===== config.mk =====
export PLATFORM = sky130hd
export DESIGN_NAME = brs_front
export DESIGN_NICKNAME = d
export VERILOG_FILES = /design/src/brs_pkg.sv /design/src/brs_front.sv
export SDC_FILE = /design/constraint.sdc
export NUM_CORES = 1
export LEC_CHECK = 0
export ABC_AREA = 1
export BUFFER_PORTS_ARGS = -buffer_cell sky130_fd_sc_hd__buf_2
export CAP_MARGIN = 10
export CORE_MARGIN = 5
export CORE_UTILIZATION = 62
export DETAILED_ROUTE_END_ITERATION = 12
export PLACE_DENSITY = 0.93
export SYNTH_ARGS = -nofsm -noshare
export SYNTH_HDL_FRONTEND = slang
export SYNTH_SLANG_ARGS = --single-unit

===== constraint.sdc =====
create_clock -name vclk -period 8.5
set_input_delay 0.85 -clock vclk [all_inputs]
set_output_delay 0.85 -clock vclk [all_outputs]
set_load 0.01 [all_outputs]

===== src/brs_pkg.sv =====
package brs_pkg;

   localparam int MAX_SIDE = 128;
   localparam int IDX_W    = $clog2(MAX_SIDE);
   localparam int ADDR_W   = 2 * IDX_W;
   localparam int DEPTH    = MAX_SIDE * MAX_SIDE;
   localparam int SIDE_W   = 8;
   localparam int PIX_W    = 8;
   localparam int POS_W    = 2 * IDX_W;
   localparam int PROD_W   = PIX_W + IDX_W + 1;
   localparam int ACC_W    = PIX_W + 2 * IDX_W;
   localparam int DSQ_W    = 2 * IDX_W + 1;

   localparam int QUEUE_DEPTH = 2;
   localparam int QPTR_W      = $clog2(QUEUE_DEPTH);
   localparam int QCNT_W      = $clog2(QUEUE_DEPTH + 1);

   localparam int CSR_IDX_W = 8;
   localparam logic [CSR_IDX_W-1:0] CSR_SOURCE_SIDE = CSR_IDX_W'(0);
   localparam logic [CSR_IDX_W-1:0] CSR_DEST_SIDE   = CSR_IDX_W'(1);

   localparam logic ACT_LOAD    = 1'b0;
   localparam logic ACT_COMPUTE = 1'b1;

   localparam logic [SIDE_W-1:0] SOURCE_SIDE_MIN   = SIDE_W'(2);
   localparam logic [SIDE_W-1:0] DEST_SIDE_MIN     = SIDE_W'(1);
   localparam logic [SIDE_W-1:0] SIDE_MAX          = SIDE_W'(MAX_SIDE);
   localparam logic [SIDE_W-1:0] SOURCE_SIDE_RESET = SIDE_W'(128);
   localparam logic [SIDE_W-1:0] DEST_SIDE_RESET   = SIDE_W'(64);

   // One queued transaction: a pixel load, or a compute with its scaled positions.
   typedef struct packed {
      logic              action;
      logic [IDX_W-1:0]  row;
      logic [IDX_W-1:0]  col;
      logic [PIX_W-1:0]  pixel;
      logic [POS_W-1:0]  pos_x;
      logic [POS_W-1:0]  pos_y;
   } brs_item_type;

   typedef struct packed {
      logic         push;
      brs_item_type item;
   } brs_enq_type;

   typedef struct packed {
      logic full;
      logic empty;
   } brs_qstat_type;

endpackage


===== src/brs_front.sv =====
module brs_front (
   input  logic                          req_valid,
   input  logic                          req_action,
   input  logic [brs_pkg::IDX_W-1:0]     req_row_index,
   input  logic [brs_pkg::IDX_W-1:0]     req_col_index,
   input  logic [brs_pkg::PIX_W-1:0]     req_pixel_in,
   output logic                          req_stall,
   input  logic [brs_pkg::SIDE_W-1:0]    source_side,
   input  logic [brs_pkg::SIDE_W-1:0]    dest_side,
   input  brs_pkg::brs_qstat_type        qstat,
   output brs_pkg::brs_enq_type          enq
);

   logic [brs_pkg::SIDE_W-1:0] span;
   logic [brs_pkg::IDX_W-1:0]  span_n;
   logic                       inside_dest;

   // Computes outside the destination image are taken and dropped here.
   always_comb begin
      span        = source_side - brs_pkg::SIDE_W'(1);
      span_n      = span[brs_pkg::IDX_W-1:0];
      inside_dest = ({1'b0, req_row_index} < dest_side) &&
                    ({1'b0, req_col_index} < dest_side);
      req_stall   = qstat.full;

      enq.item.action = req_action;
      enq.item.row    = req_row_index;
      enq.item.col    = req_col_index;
      enq.item.pixel  = req_pixel_in;
      enq.item.pos_x  = brs_pkg::POS_W'(req_row_index) * brs_pkg::POS_W'(span_n);
      enq.item.pos_y  = brs_pkg::POS_W'(req_col_index) * brs_pkg::POS_W'(span_n);
      enq.push        = req_valid && !qstat.full &&
                        ((req_action == brs_pkg::ACT_LOAD) || inside_dest);
   end

endmodule


## After elaboration in Yosys (flattened, before gate mapping)

Cells that the tools add are included.
Widths: inputs -> output; s select.

| cells by class | value |
|---|---|
| add/sub/neg operators | 1 |
| multiply operators | 2 |
| $lt $le $gt $ge | 2 |
| bitwise operators | 1 |
| reduce and logical (&&, ||, !) cells | 5 |

Operators with widths:

| cell | number |
|---|---|
| $mul 7x7->14 | 2 |
| $lt 7x8->1 | 2 |
| $sub 7x1->7 const B | 1 |
| $logic_and 1x1->1 | 3 |
| $logic_not 1->1 | 1 |
| $logic_or 1x1->1 | 1 |
| $not 1->1 | 1 |

| storage, ports and cells | value |
|---|---|
| bits in registers | 0 |
| input bits | 42 |
| output and inout bits | 53 |
| word-level logic and storage cells | 11 |

## Longest topological paths before layout

| depth | value |
|---|---|
| depth in word-level cells | 4 |
| mapped depth | 26 |
| depth with buffers taken out | 26 |

## Worst setup path after synthesis

OpenSTA, ideal clock, no wires.

| path | value |
|---|---|
| path type | input-to-output |
| from | in source_side[0] (netlist name) |
| to | out enq[7] (netlist name) |
| data arrival time | 4.860 ns |
| required time | 7.650 ns |
| setup slack | 2.790 ns |
| stages on the path | 19 |
| path buffers | 0 |
| cells stage by stage | inv_2 -> ha_1 -> nand2_2 -> o31ai_4 -> nand2_4 -> inv_2 -> nand2_1 -> fa_1 -> fa_1 -> inv_1 -> fa_1 -> inv_1 -> fa_1 -> inv_1 -> ha_1 -> a21o_1 -> o21bai_1 -> a21oi_1 -> xnor2_1 |

RTL lines:

| element | RTL line | text |
|---|---|---|
| from (decl) | brs_front.sv:8 | `input logic [brs_pkg::SIDE_W-1:0] source_side,` |
| to (decl) | brs_front.sv:11 | `output brs_pkg::brs_enq_type enq` |

==> impl_metrics.yaml <==
outcome:
  status: "finished clean"
sta:
  grt_setup_unrepaired: "false"
  setup-tns-final_ns: 0
  fmax_ghz: 0.1512
  fin_crit_ns: 6.614
  setup-violations-final: 0
  hold_ws_ns: 1.700
  fin_crit_sh_pct: 77.81
  drv_slew: 0
  finalHoldViolCount: 0
  tightestPinTransition_ns: 0.7440
  slew_headroom_pct: 50.36
floorplan:
  coreArea_mm2: 0.005956
  initial_utilization_pct: 63.99
  num_rows: 28
  die_h_um: 88.40
  io_pins: 95
  die_x_um: 88.40
  dieArea_mm2: 0.007815
worst_hold_path:
  min_path_type: "in2out"
  hold-path-cell-count: 0
pwr:
  p_leak_nw: 2.540
  irDropWorstVdd_mv: 0.1915
  p_per_area_mw_per_mm2: 204.3
global_route:
  grt_pass1_vias: 3640
  grt-ovfl-total: 0
  grt_pass1_wl_um: 15280
  grt_max_degree: 14
  grt_use_total_pct: 23.70
  grt_antenna_before_repair: 0
logic_synthesis:
  ys_types: 30
  netlist_instances: 534
  syn_area_per_cell_um2: 7.137
  yosysWarnings: 0
  syn_area_mm2: 0.003811
  ys_seq_area_share_pct: 0
  synth_nets: 701
critical_path:
  cp-end-kind: "output port"
  crit_path_start_kind: "primary input"
  crit_path_frequent_cell: "nand2_1"
  cp.required_ns: 7.65
  critPathSlowestCell: "fa_1"
  crit_fanout: 13
  worstSetupPathType: "in2out"
  worstPathCellList: "buf_2 > inv_2 > ha_1 > or2_2 > nand2_1 > nor2_1 > fa_1 > inv_1 > fa_1 > inv_1 > fa_1 > inv_1 > fa_1 > inv_1 > ha_1 > nand2_1 > o21ai_0 > nand2_1 > nand3_1 > nand2_1 > nand2_1 > buf_2"
  slowest_delay_ns: 0.54
  arrival_ns: 5.76
final_layout:
  clock_buffers: 0
  multi_input_area_mm2: 0.003239
  post-route-util_pct: 68.68
  syn_to_final_growth_pct: 7.321
  seq_cells: 0
  fillerInstances: 480
  ff_latch_area_um2: 0
  fin_nets: 752
  diodes: 0
  fin_area_mm2: 0.004090
  drive_above_1_share_pct: 15.95
placement:
  hpwlAfterDp_um: 7818
  dpl_cell_area_mm2: 0.004090
  gp_routability_congestion: 0.8883
  numPortBuffers: 77
detailed_routing:
  drt_wl_total_um: 8909
  first_pass_iters: 4
  num_vias: 3517
  wire_per_inst_um: 13.54
  via_per_inst: 5.345
  final_antenna_net_count: 0
  drt_iter0_drc: 140
  drc_errors: 0
run:
  maxCapViolations: 0
clock_tree:
  cts_setup_buffers: 0
  ctsHoldBuffers: 0
  cts-resized-gates: 0
[worst max-delay path, delay by kind of cell]
family | cells | cell delay [ns]
buffers and inverters | 7 | 0.73
AOI/OAI and AO/OA | 1 | 0.28
and+or+nand+nor | 8 | 1.22
adders and majority gates | 6 | 2.68
[synth_stat cells, types with 2 or more instances]
cell      number  share of area (%)
xor2_1        13                3.0
nand4_1        3               0.49
inv_1         95                9.4
ha_1          77                 25
nand3_1       15                2.0
o21ai_0        7               0.92
a31oi_1        2               0.33
nand3b_1       2               0.39
nand2_2        3               0.49
buf_4         25                4.9
a21oi_1       18                2.4
nand2_1      103                 10
fa_1          48                 25
nor2_2         2               0.33
a21o_1         2               0.39
nor3_1         6               0.79
o21bai_1       2               0.39
xnor2_1        4               0.92
nand2_4        2               0.59
nor2_1        91                9.0
clkbuf_1       2               0.20
inv_2          4               0.39
[report_power, final]
part           internal (mW)  total (mW)  switching, mW
clock                      0           0              0
sequential                 0           0              0
combinational          0.333       0.836          0.503
[per-stage QoR]
step | total power, mW | cells | setup slack [ns]
3_3_place_gp | 0.8130 | 658 | 2.000
5_1_grt | 0.9602 | 658 | 1.549
6_report | 0.8358 | 658 | 1.886
3_5_place_dp | 0.8354 | 658 | 1.929
2_1_floorplan | 0.6005 | 534 | 2.790
4_1_cts | 0.8410 | 658 | 1.912
[cells in the final DEF (no fill, tap or decap), drive strengths merged, types with 4 or more instances in the layout]
master	netlist	final
xor2	14	14
fa	48	48
a21oi	19	19
nor2	93	93
inv	99	99
nand2	108	108
nand4	4	4
nand3	15	15
nor3	6	6
ha	77	77
buf	26	77
o21ai	8	8
xnor2	4	4
[worst paths after layout]
| kind | startpoint | endpoint | slack, ns |
|---|---|---|---|
| max | source_side[0] | enq[12] | 1.89 |
| min | req_pixel_in[1] | enq[29] | 1.70 |
[kinds of logic after synthesis]
kind of cell,after synthesis,share of synthesized area (%)
simple gates,229,24.66
xor+xnor,18,4.334
compound gates,35,5.515
fa+ha+maj,125,50.49
buf+inv,127,15.00
[metal layers]
metal	part of all wire (%)	up-vias	track usage, %
met1	42	1598	30.14
met5	0	-	0
met4	2.8	0	8.791
met2	47	157	42.22
met3	8.3	32	1.490
li1	-	1730	-
[final cells by class]
cell class	count	share of cell area, %
multi-input cells	407	79.20
repair buffers	77	9.422
inverters	99	9.085
well taps	75	2.294
Note: power is estimated with default switching activity, not from simulation.
