File: src/brs_pkg.sv
package brs_pkg;

   localparam int MAX_SIDE = 128;
   localparam int IDX_W    = $clog2(MAX_SIDE);
   localparam int ADDR_W   = 2 * IDX_W;
   localparam int DEPTH    = MAX_SIDE * MAX_SIDE;
   localparam int SIDE_W   = 8;
   localparam int PIX_W    = 8;
   localparam int POS_W    = 2 * IDX_W;
   localparam int PROD_W   = PIX_W + IDX_W + 1;
   localparam int ACC_W    = PIX_W + 2 * IDX_W;
   localparam int DSQ_W    = 2 * IDX_W + 1;

   localparam int QUEUE_DEPTH = 2;
   localparam int QPTR_W      = $clog2(QUEUE_DEPTH);
   localparam int QCNT_W      = $clog2(QUEUE_DEPTH + 1);

   localparam int CSR_IDX_W = 8;
   localparam logic [CSR_IDX_W-1:0] CSR_SOURCE_SIDE = CSR_IDX_W'(0);
   localparam logic [CSR_IDX_W-1:0] CSR_DEST_SIDE   = CSR_IDX_W'(1);

   localparam logic ACT_LOAD    = 1'b0;
   localparam logic ACT_COMPUTE = 1'b1;

   localparam logic [SIDE_W-1:0] SOURCE_SIDE_MIN   = SIDE_W'(2);
   localparam logic [SIDE_W-1:0] DEST_SIDE_MIN     = SIDE_W'(1);
   localparam logic [SIDE_W-1:0] SIDE_MAX          = SIDE_W'(MAX_SIDE);
   localparam logic [SIDE_W-1:0] SOURCE_SIDE_RESET = SIDE_W'(128);
   localparam logic [SIDE_W-1:0] DEST_SIDE_RESET   = SIDE_W'(64);

   // One queued transaction: a pixel load, or a compute with its scaled positions.
   typedef struct packed {
      logic              action;
      logic [IDX_W-1:0]  row;
      logic [IDX_W-1:0]  col;
      logic [PIX_W-1:0]  pixel;
      logic [POS_W-1:0]  pos_x;
      logic [POS_W-1:0]  pos_y;
   } brs_item_type;

   typedef struct packed {
      logic         push;
      brs_item_type item;
   } brs_enq_type;

   typedef struct packed {
      logic full;
      logic empty;
   } brs_qstat_type;

endpackage

File: src/brs_queue.sv
module brs_queue (
   input  logic                   clock,
   input  logic                   reset,
   input  brs_pkg::brs_enq_type   enq,
   input  logic                   pop,
   output brs_pkg::brs_item_type  head,
   output brs_pkg::brs_qstat_type qstat
);

   brs_pkg::brs_item_type entry_ff [brs_pkg::QUEUE_DEPTH];
   logic [brs_pkg::QPTR_W-1:0] wr_ptr_ff, wr_ptr_in;
   logic [brs_pkg::QPTR_W-1:0] rd_ptr_ff, rd_ptr_in;
   logic [brs_pkg::QCNT_W-1:0] count_ff, count_in;

   always_comb begin
      qstat.full  = (count_ff == brs_pkg::QCNT_W'(brs_pkg::QUEUE_DEPTH));
      qstat.empty = (count_ff == '0);
      head        = entry_ff[rd_ptr_ff];
      wr_ptr_in   = wr_ptr_ff;
      rd_ptr_in   = rd_ptr_ff;
      count_in    = count_ff;
      if (enq.push) begin
         wr_ptr_in = (wr_ptr_ff == brs_pkg::QPTR_W'(brs_pkg::QUEUE_DEPTH - 1)) ?
                     '0 : wr_ptr_ff + brs_pkg::QPTR_W'(1);
      end
      if (pop) begin
         rd_ptr_in = (rd_ptr_ff == brs_pkg::QPTR_W'(brs_pkg::QUEUE_DEPTH - 1)) ?
                     '0 : rd_ptr_ff + brs_pkg::QPTR_W'(1);
      end
      if (enq.push && !pop) begin
         count_in = count_ff + brs_pkg::QCNT_W'(1);
      end else if (pop && !enq.push) begin
         count_in = count_ff - brs_pkg::QCNT_W'(1);
      end
   end

   always_ff @(posedge clock) begin
      if (reset) begin
         wr_ptr_ff <= '0;
         rd_ptr_ff <= '0;
         count_ff  <= '0;
      end else begin
         wr_ptr_ff <= wr_ptr_in;
         rd_ptr_ff <= rd_ptr_in;
         count_ff  <= count_in;
      end
   end

   always_ff @(posedge clock) begin
      if (enq.push) begin
         entry_ff[wr_ptr_ff] <= enq.item;
      end
   end

endmodule

File: config.mk
export PLATFORM = sky130hd
export DESIGN_NAME = brs_queue
export DESIGN_NICKNAME = d
export VERILOG_FILES = /design/src/brs_pkg.sv /design/src/brs_queue.sv
export SDC_FILE = /design/constraint.sdc
export NUM_CORES = 1
export LEC_CHECK = 0
export ABC_CLOCK_PERIOD_IN_PS = 4300
export BUFFER_PORTS_ARGS = -buffer_cell sky130_fd_sc_hd__buf_2
export CAP_MARGIN = 20
export CORE_ASPECT_RATIO = 1.75
export CORE_MARGIN = 10
export CORE_UTILIZATION = 35
export CTS_BUF_LIST = sky130_fd_sc_hd__clkbuf_16
export CTS_CLUSTER_DIAMETER = 100
export DETAILED_ROUTE_END_ITERATION = 16
export PLACE_DENSITY = 0.63
export SYNTH_ARGS = -nofsm -noshare
export SYNTH_HDL_FRONTEND = slang
export SYNTH_SLANG_ARGS = --single-unit
File: constraint.sdc
create_clock -name clock -period 4.3 [get_ports clock]
set_input_delay 0.86 -clock clock [delete_from_list [all_inputs] [get_ports clock]]
set_output_delay 0.86 -clock clock [all_outputs]
set_load 0.05 [all_outputs]
# Yosys cells after proc, flatten, opt, wreduce, memory -nomap -nowiden
# Memories as Yosys holds them, arrays and structs flattened. A register that Yosys moved wholly into a read port is not among the register bits.
# Cells that the tools add are included.
word_totals:
  ramBits: 102
  memories: 1
  input_bits: 55
  wordCells: 23
  out_inout_bits: 53
  ff_bits: 4
memory_table:
  columns: ["name", "words", "width", "read_ports", "rd_ports_with_merged_regs", "write_ports", "line", "rtl"]
  rows:
  - ["entry_ff", 2, 51, 1, 1, 1, "brs_queue.sv:10", "brs_pkg::brs_item_type entry_ff [brs_pkg::QUEUE_DEPTH];"]
op_classes:
  add_sub_neg: 4
  n_reduce_logical: 6
  mux: 8
  eq_ne: 1
op_table:
  columns: ["op", "count"]
  rows:
  - ["$mux 1", 6]
  - ["$mux 2", 2]
  - ["$add 1x1->1 const B", 2]
  - ["$add 2x1->2 const B", 1]
  - ["$eq 2x2->1 const B", 1]
  - ["$logic_and 1x1->1", 2]
  - ["$logic_not 1->1", 2]
  - ["$logic_not 2->1", 1]
  - ["$reduce_bool 2->1", 1]
  - ["$sub 2x1->2 const B", 1]

# Depth between registers and ports, before layout
logic_depth:
  word_depth: 4
  ltp_mapped: 5

# Worst setup path after synthesis
# Ideal clock, no wire load.
synth_path:
  path_kind: "input -> register"
  from: "input enq[51] in the netlist's numbering"
  to: "memory entry_ff[0][0] in the netlist's numbering (enable)"
  setup_slack_ps: 715
  cell_stages: 1
  setup_ps: 466
  arrival_time_ps: 3119
  n_path_buf: 0
  cell_sequence: "nor2b_1"
synth_via:
  elab_chain_len: 2
synth_lines:
  columns: ["element", "line", "rtl"]
  rows:
  - ["start: declaration", "brs_queue.sv:4", "input brs_pkg::brs_enq_type enq,"]
  - ["$mux 1", "brs_queue.sv:50", "if (enq.push) begin"]
  - ["$mux 1 (not written as such)", "brs_queue.sv:51", "entry_ff[wr_ptr_ff] <= enq.item;"]
  - ["end: declaration", "brs_queue.sv:10", null]
# No other way between the ends.

==> impl_metrics.csv <==
group,metric,value,unit
grt,antenna_found_initial,3,
yosys,synth_top_cell_by_area,"edfxtp_1",
final_layout,final_layout_size_suffix_gt1_share,58.9,%
route,dr_total_vias,1951,
power,power.density,488,mW/mm²
power,leakagePower,1.82,nW
hold_path,min-delay-start,"count_ff[1]$_SDFFE_PP0P_",
yosys,ys_types,15,
cts,clk_pin_slew,0.06,ns
floorplan,rows,50,
final_layout,fillers,1004,
placed_design,place_inst,415,
yosys,ys_ff_latch,107,
final_layout,final_nets,352,
hold_path,whs_path_depth,2,
cts,clk_path_buf_depth,2,
flow_run,maxCapViolCount,0,
hold_path,min_path_type,"reg2reg",
floorplan,start_util,36.0,%
yosys,synth_top_area_share,79.0,%
floorplan,coreArea,0.0108,mm²
floorplan,io-pin-count,108,
cts,cts_buffers,9,
final_layout,fin_cells,432,
grt,grt_max_degree,40,
cts,cts_tree,"yes",
worst_setup_path,critPathLaunchType,"register",
grt,grt-ovfl-total,0,
final_layout,layout_common_cells,"buf_2, edfxtp_1, mux2_2",
cts,cts_resized,0,
placed_design,io_buffer_count,107,
worst_setup_path,path_class,"reg2out",
yosys,syn_area_per_cell,21.4,µm²
worst_setup_path,worst_ep_required_time,3.44,ns
worst_setup_path,r2r_end,"entry_ff[1][1]$_DFFE_PP_",
timing,period_share,69.5,%
route,wl_per_cell,18.2,µm
timing,finalSetupTns,0,ns
floorplan,die_x,99.5,µm
floorplan,fp.dieArea,0.0158,mm²
timing,fin_skew,0.00317,ns
timing,hold_violations,0,
worst_setup_path,r2r_setup_slack,2.45,ns
timing,slew_headroom,48.7,%
power,p_total,2.36,mW
yosys,synthCells,181,
yosys,syn-num-nets,237,
grt,grt_pass1_vias,2166,
route,postRouteWirelength,7870,µm
route,drt-initial-drc-count,93,
timing,slew_violations,0,
cts,cts_sinks,107,
final_layout,final_common_cell,"buf_2",
worst_setup_path,r2r-start,"wr_ptr_ff$_SDFFE_PP0P_",
floorplan,die-height,159,µm
cts,clkLatencyLatePin,0.33,ns
timing,report.final.setup_viol,0,
route,ant_nets,0,
yosys,synthTopCellsByArea,"edfxtp_1, mux2_2, dfxtp_1, buf_2, nor2_1",
cts,cts_root_buf,"clkbuf_16",
grt,grt_usage,10.1,%
route,dr.pass1.iters,4,
worst_setup_path,cp_slowest_cell,"dfxtp_2",
worst_setup_path,worst_setup_path_end_kind,"output pin",
cts,hold_buffers,0,
route,drcViolationCount,0,
route,drt-vias-per-instance,4.52,
yosys,ys_seq_area_share,81.6,%
yosys,yosysWarnings,0,
worst_setup_path,cp_top_family,"flip-flops",
worst_setup_path,crit_arrival,2.13,ns
outcome,status,"finished, final reports clean",
cts,post-cts-setup-buffers,0,
worst_setup_path,rr_worst_depth,2,
timing,tightestPinTransition,0.769,ns
power,ir_drop,272,µV
worst_setup_path,cpPeakStageDelay,0.74,ns
cts,htree_num_levels,3,
placed_design,gp_congestion,0.674,
final_layout,areaGrowthSynthToFinish,24.7,%
yosys,synth_area,0.00387,mm²
placed_design,place_hpwl,5630,µm
grt,grt_first_pass_wirelength,12100,µm
timing,fmax,0.335,GHz
timing,period_needed,2.99,ns
hold_path,holdPathEnd,"count_ff[1]$_SDFFE_PP0P_",
timing,rsz0062_at_grt,"false",
worst_setup_path,worstPathCellList,"buf_4, mux2_2, buf_2",
worst_setup_path,crit_buf_inv,2,
worst_setup_path,crit_fanout,26,
final_layout,post-route-util,44.9,%
-- cell usage after synthesis --
library cell	n
xor2_1	2
inv_1	1
mux2_2	51
o21ai_0	1
dfxtp_1	5
and2_1	1
buf_2	6
nor2_1	5
or3_1	1
edfxtp_1	102
nor2b_1	1
a21oi_1	1
ha_1	1
and2b_2	1
xnor2_1	2
-- registers in the layout, summed over array words and instances (netlist names), named ones only --
signal	flops
count_ff	2
entry_ff	102
rd_ptr_ff	1
wr_ptr_ff	1
-- logic make-up after synthesis --
kind of cell,Yosys count,synth area share (%)
DFF,107,81.6
muxes,51,14.8
and+or+nand+nor,9,1.20
buffers and inverters,7,0.872
xor gates and xnor gates,4,0.904
AOI/OAI and AO/OA,2,0.258
adders and majority gates,1,0.323
-- per-stage QoR --
stage / hold WS [ns] / setup slack (ns) / instance area [µm²]
4_1_cts: 0.526 / 1.25 / 4830
6_report: 0.522 / 1.31 / 4830
5_1_grt: 0.558 / 1.16 / 4830
3_3_place_gp: 0.479 / 1.63 / 4580
3_5_place_dp: 0.514 / 1.61 / 4580
2_1_floorplan: 0.461 / 0.715 / 3870
-- how the worst max path moves through the flow --
stage                     startpoint                  endpoint  slack (ns)  cells after the start
after floorplan              enq[51]  entry_ff[0][0]$_DFFE_PP_        0.71                      1
after global placement      register                  head[38]        1.63                      3
after detailed placement    register                  head[13]        1.61                      3
after CTS                   register                  head[39]        1.25                      3
after global routing        register                  head[16]        1.16                      3
final                       register                  head[11]        1.31                      3
-- worst register-to-register path: stages (launching register included) --
cell,delay (ns)
dfxtp_1,0.40
and2_2,0.67
buf_4,0.45
-- area by class of cell --
class | count | area [µm²] | share of cell area [%]
flip-flops and latches | 107 | 3160 | 65.5
multi-input cells | 67 | 687 | 14.2
diodes | 3 | 7.51 | 0.155
repair buffers | 110 | 558 | 11.5
inverters | 1 | 3.75 | 0.0777
well taps | 130 | 163 | 3.37
clock inverters | 5 | 25.0 | 0.518
clock buffers | 9 | 225 | 4.66
-- power by group --
| part | internal [mW] | switching (mW) | total (mW) |
|---|---|---|---|
| combinational | 0.118 | 0.298 | 0.416 |
| clock | 0.380 | 0.324 | 0.704 |
| sequential | 1.21 | 0.0253 | 1.24 |
-- routing by layer --
metal  GRT usage (%)  vias to the layer above  routed length (µm)
li1                -                      939                   -
met1            9.56                      952                2730
met2            18.2                       51                4530
met3            4.12                        7                 483
met4            4.32                        2                 113
met5               0                        -                  13
No activity file was read; power rests on OpenSTA's default activity.
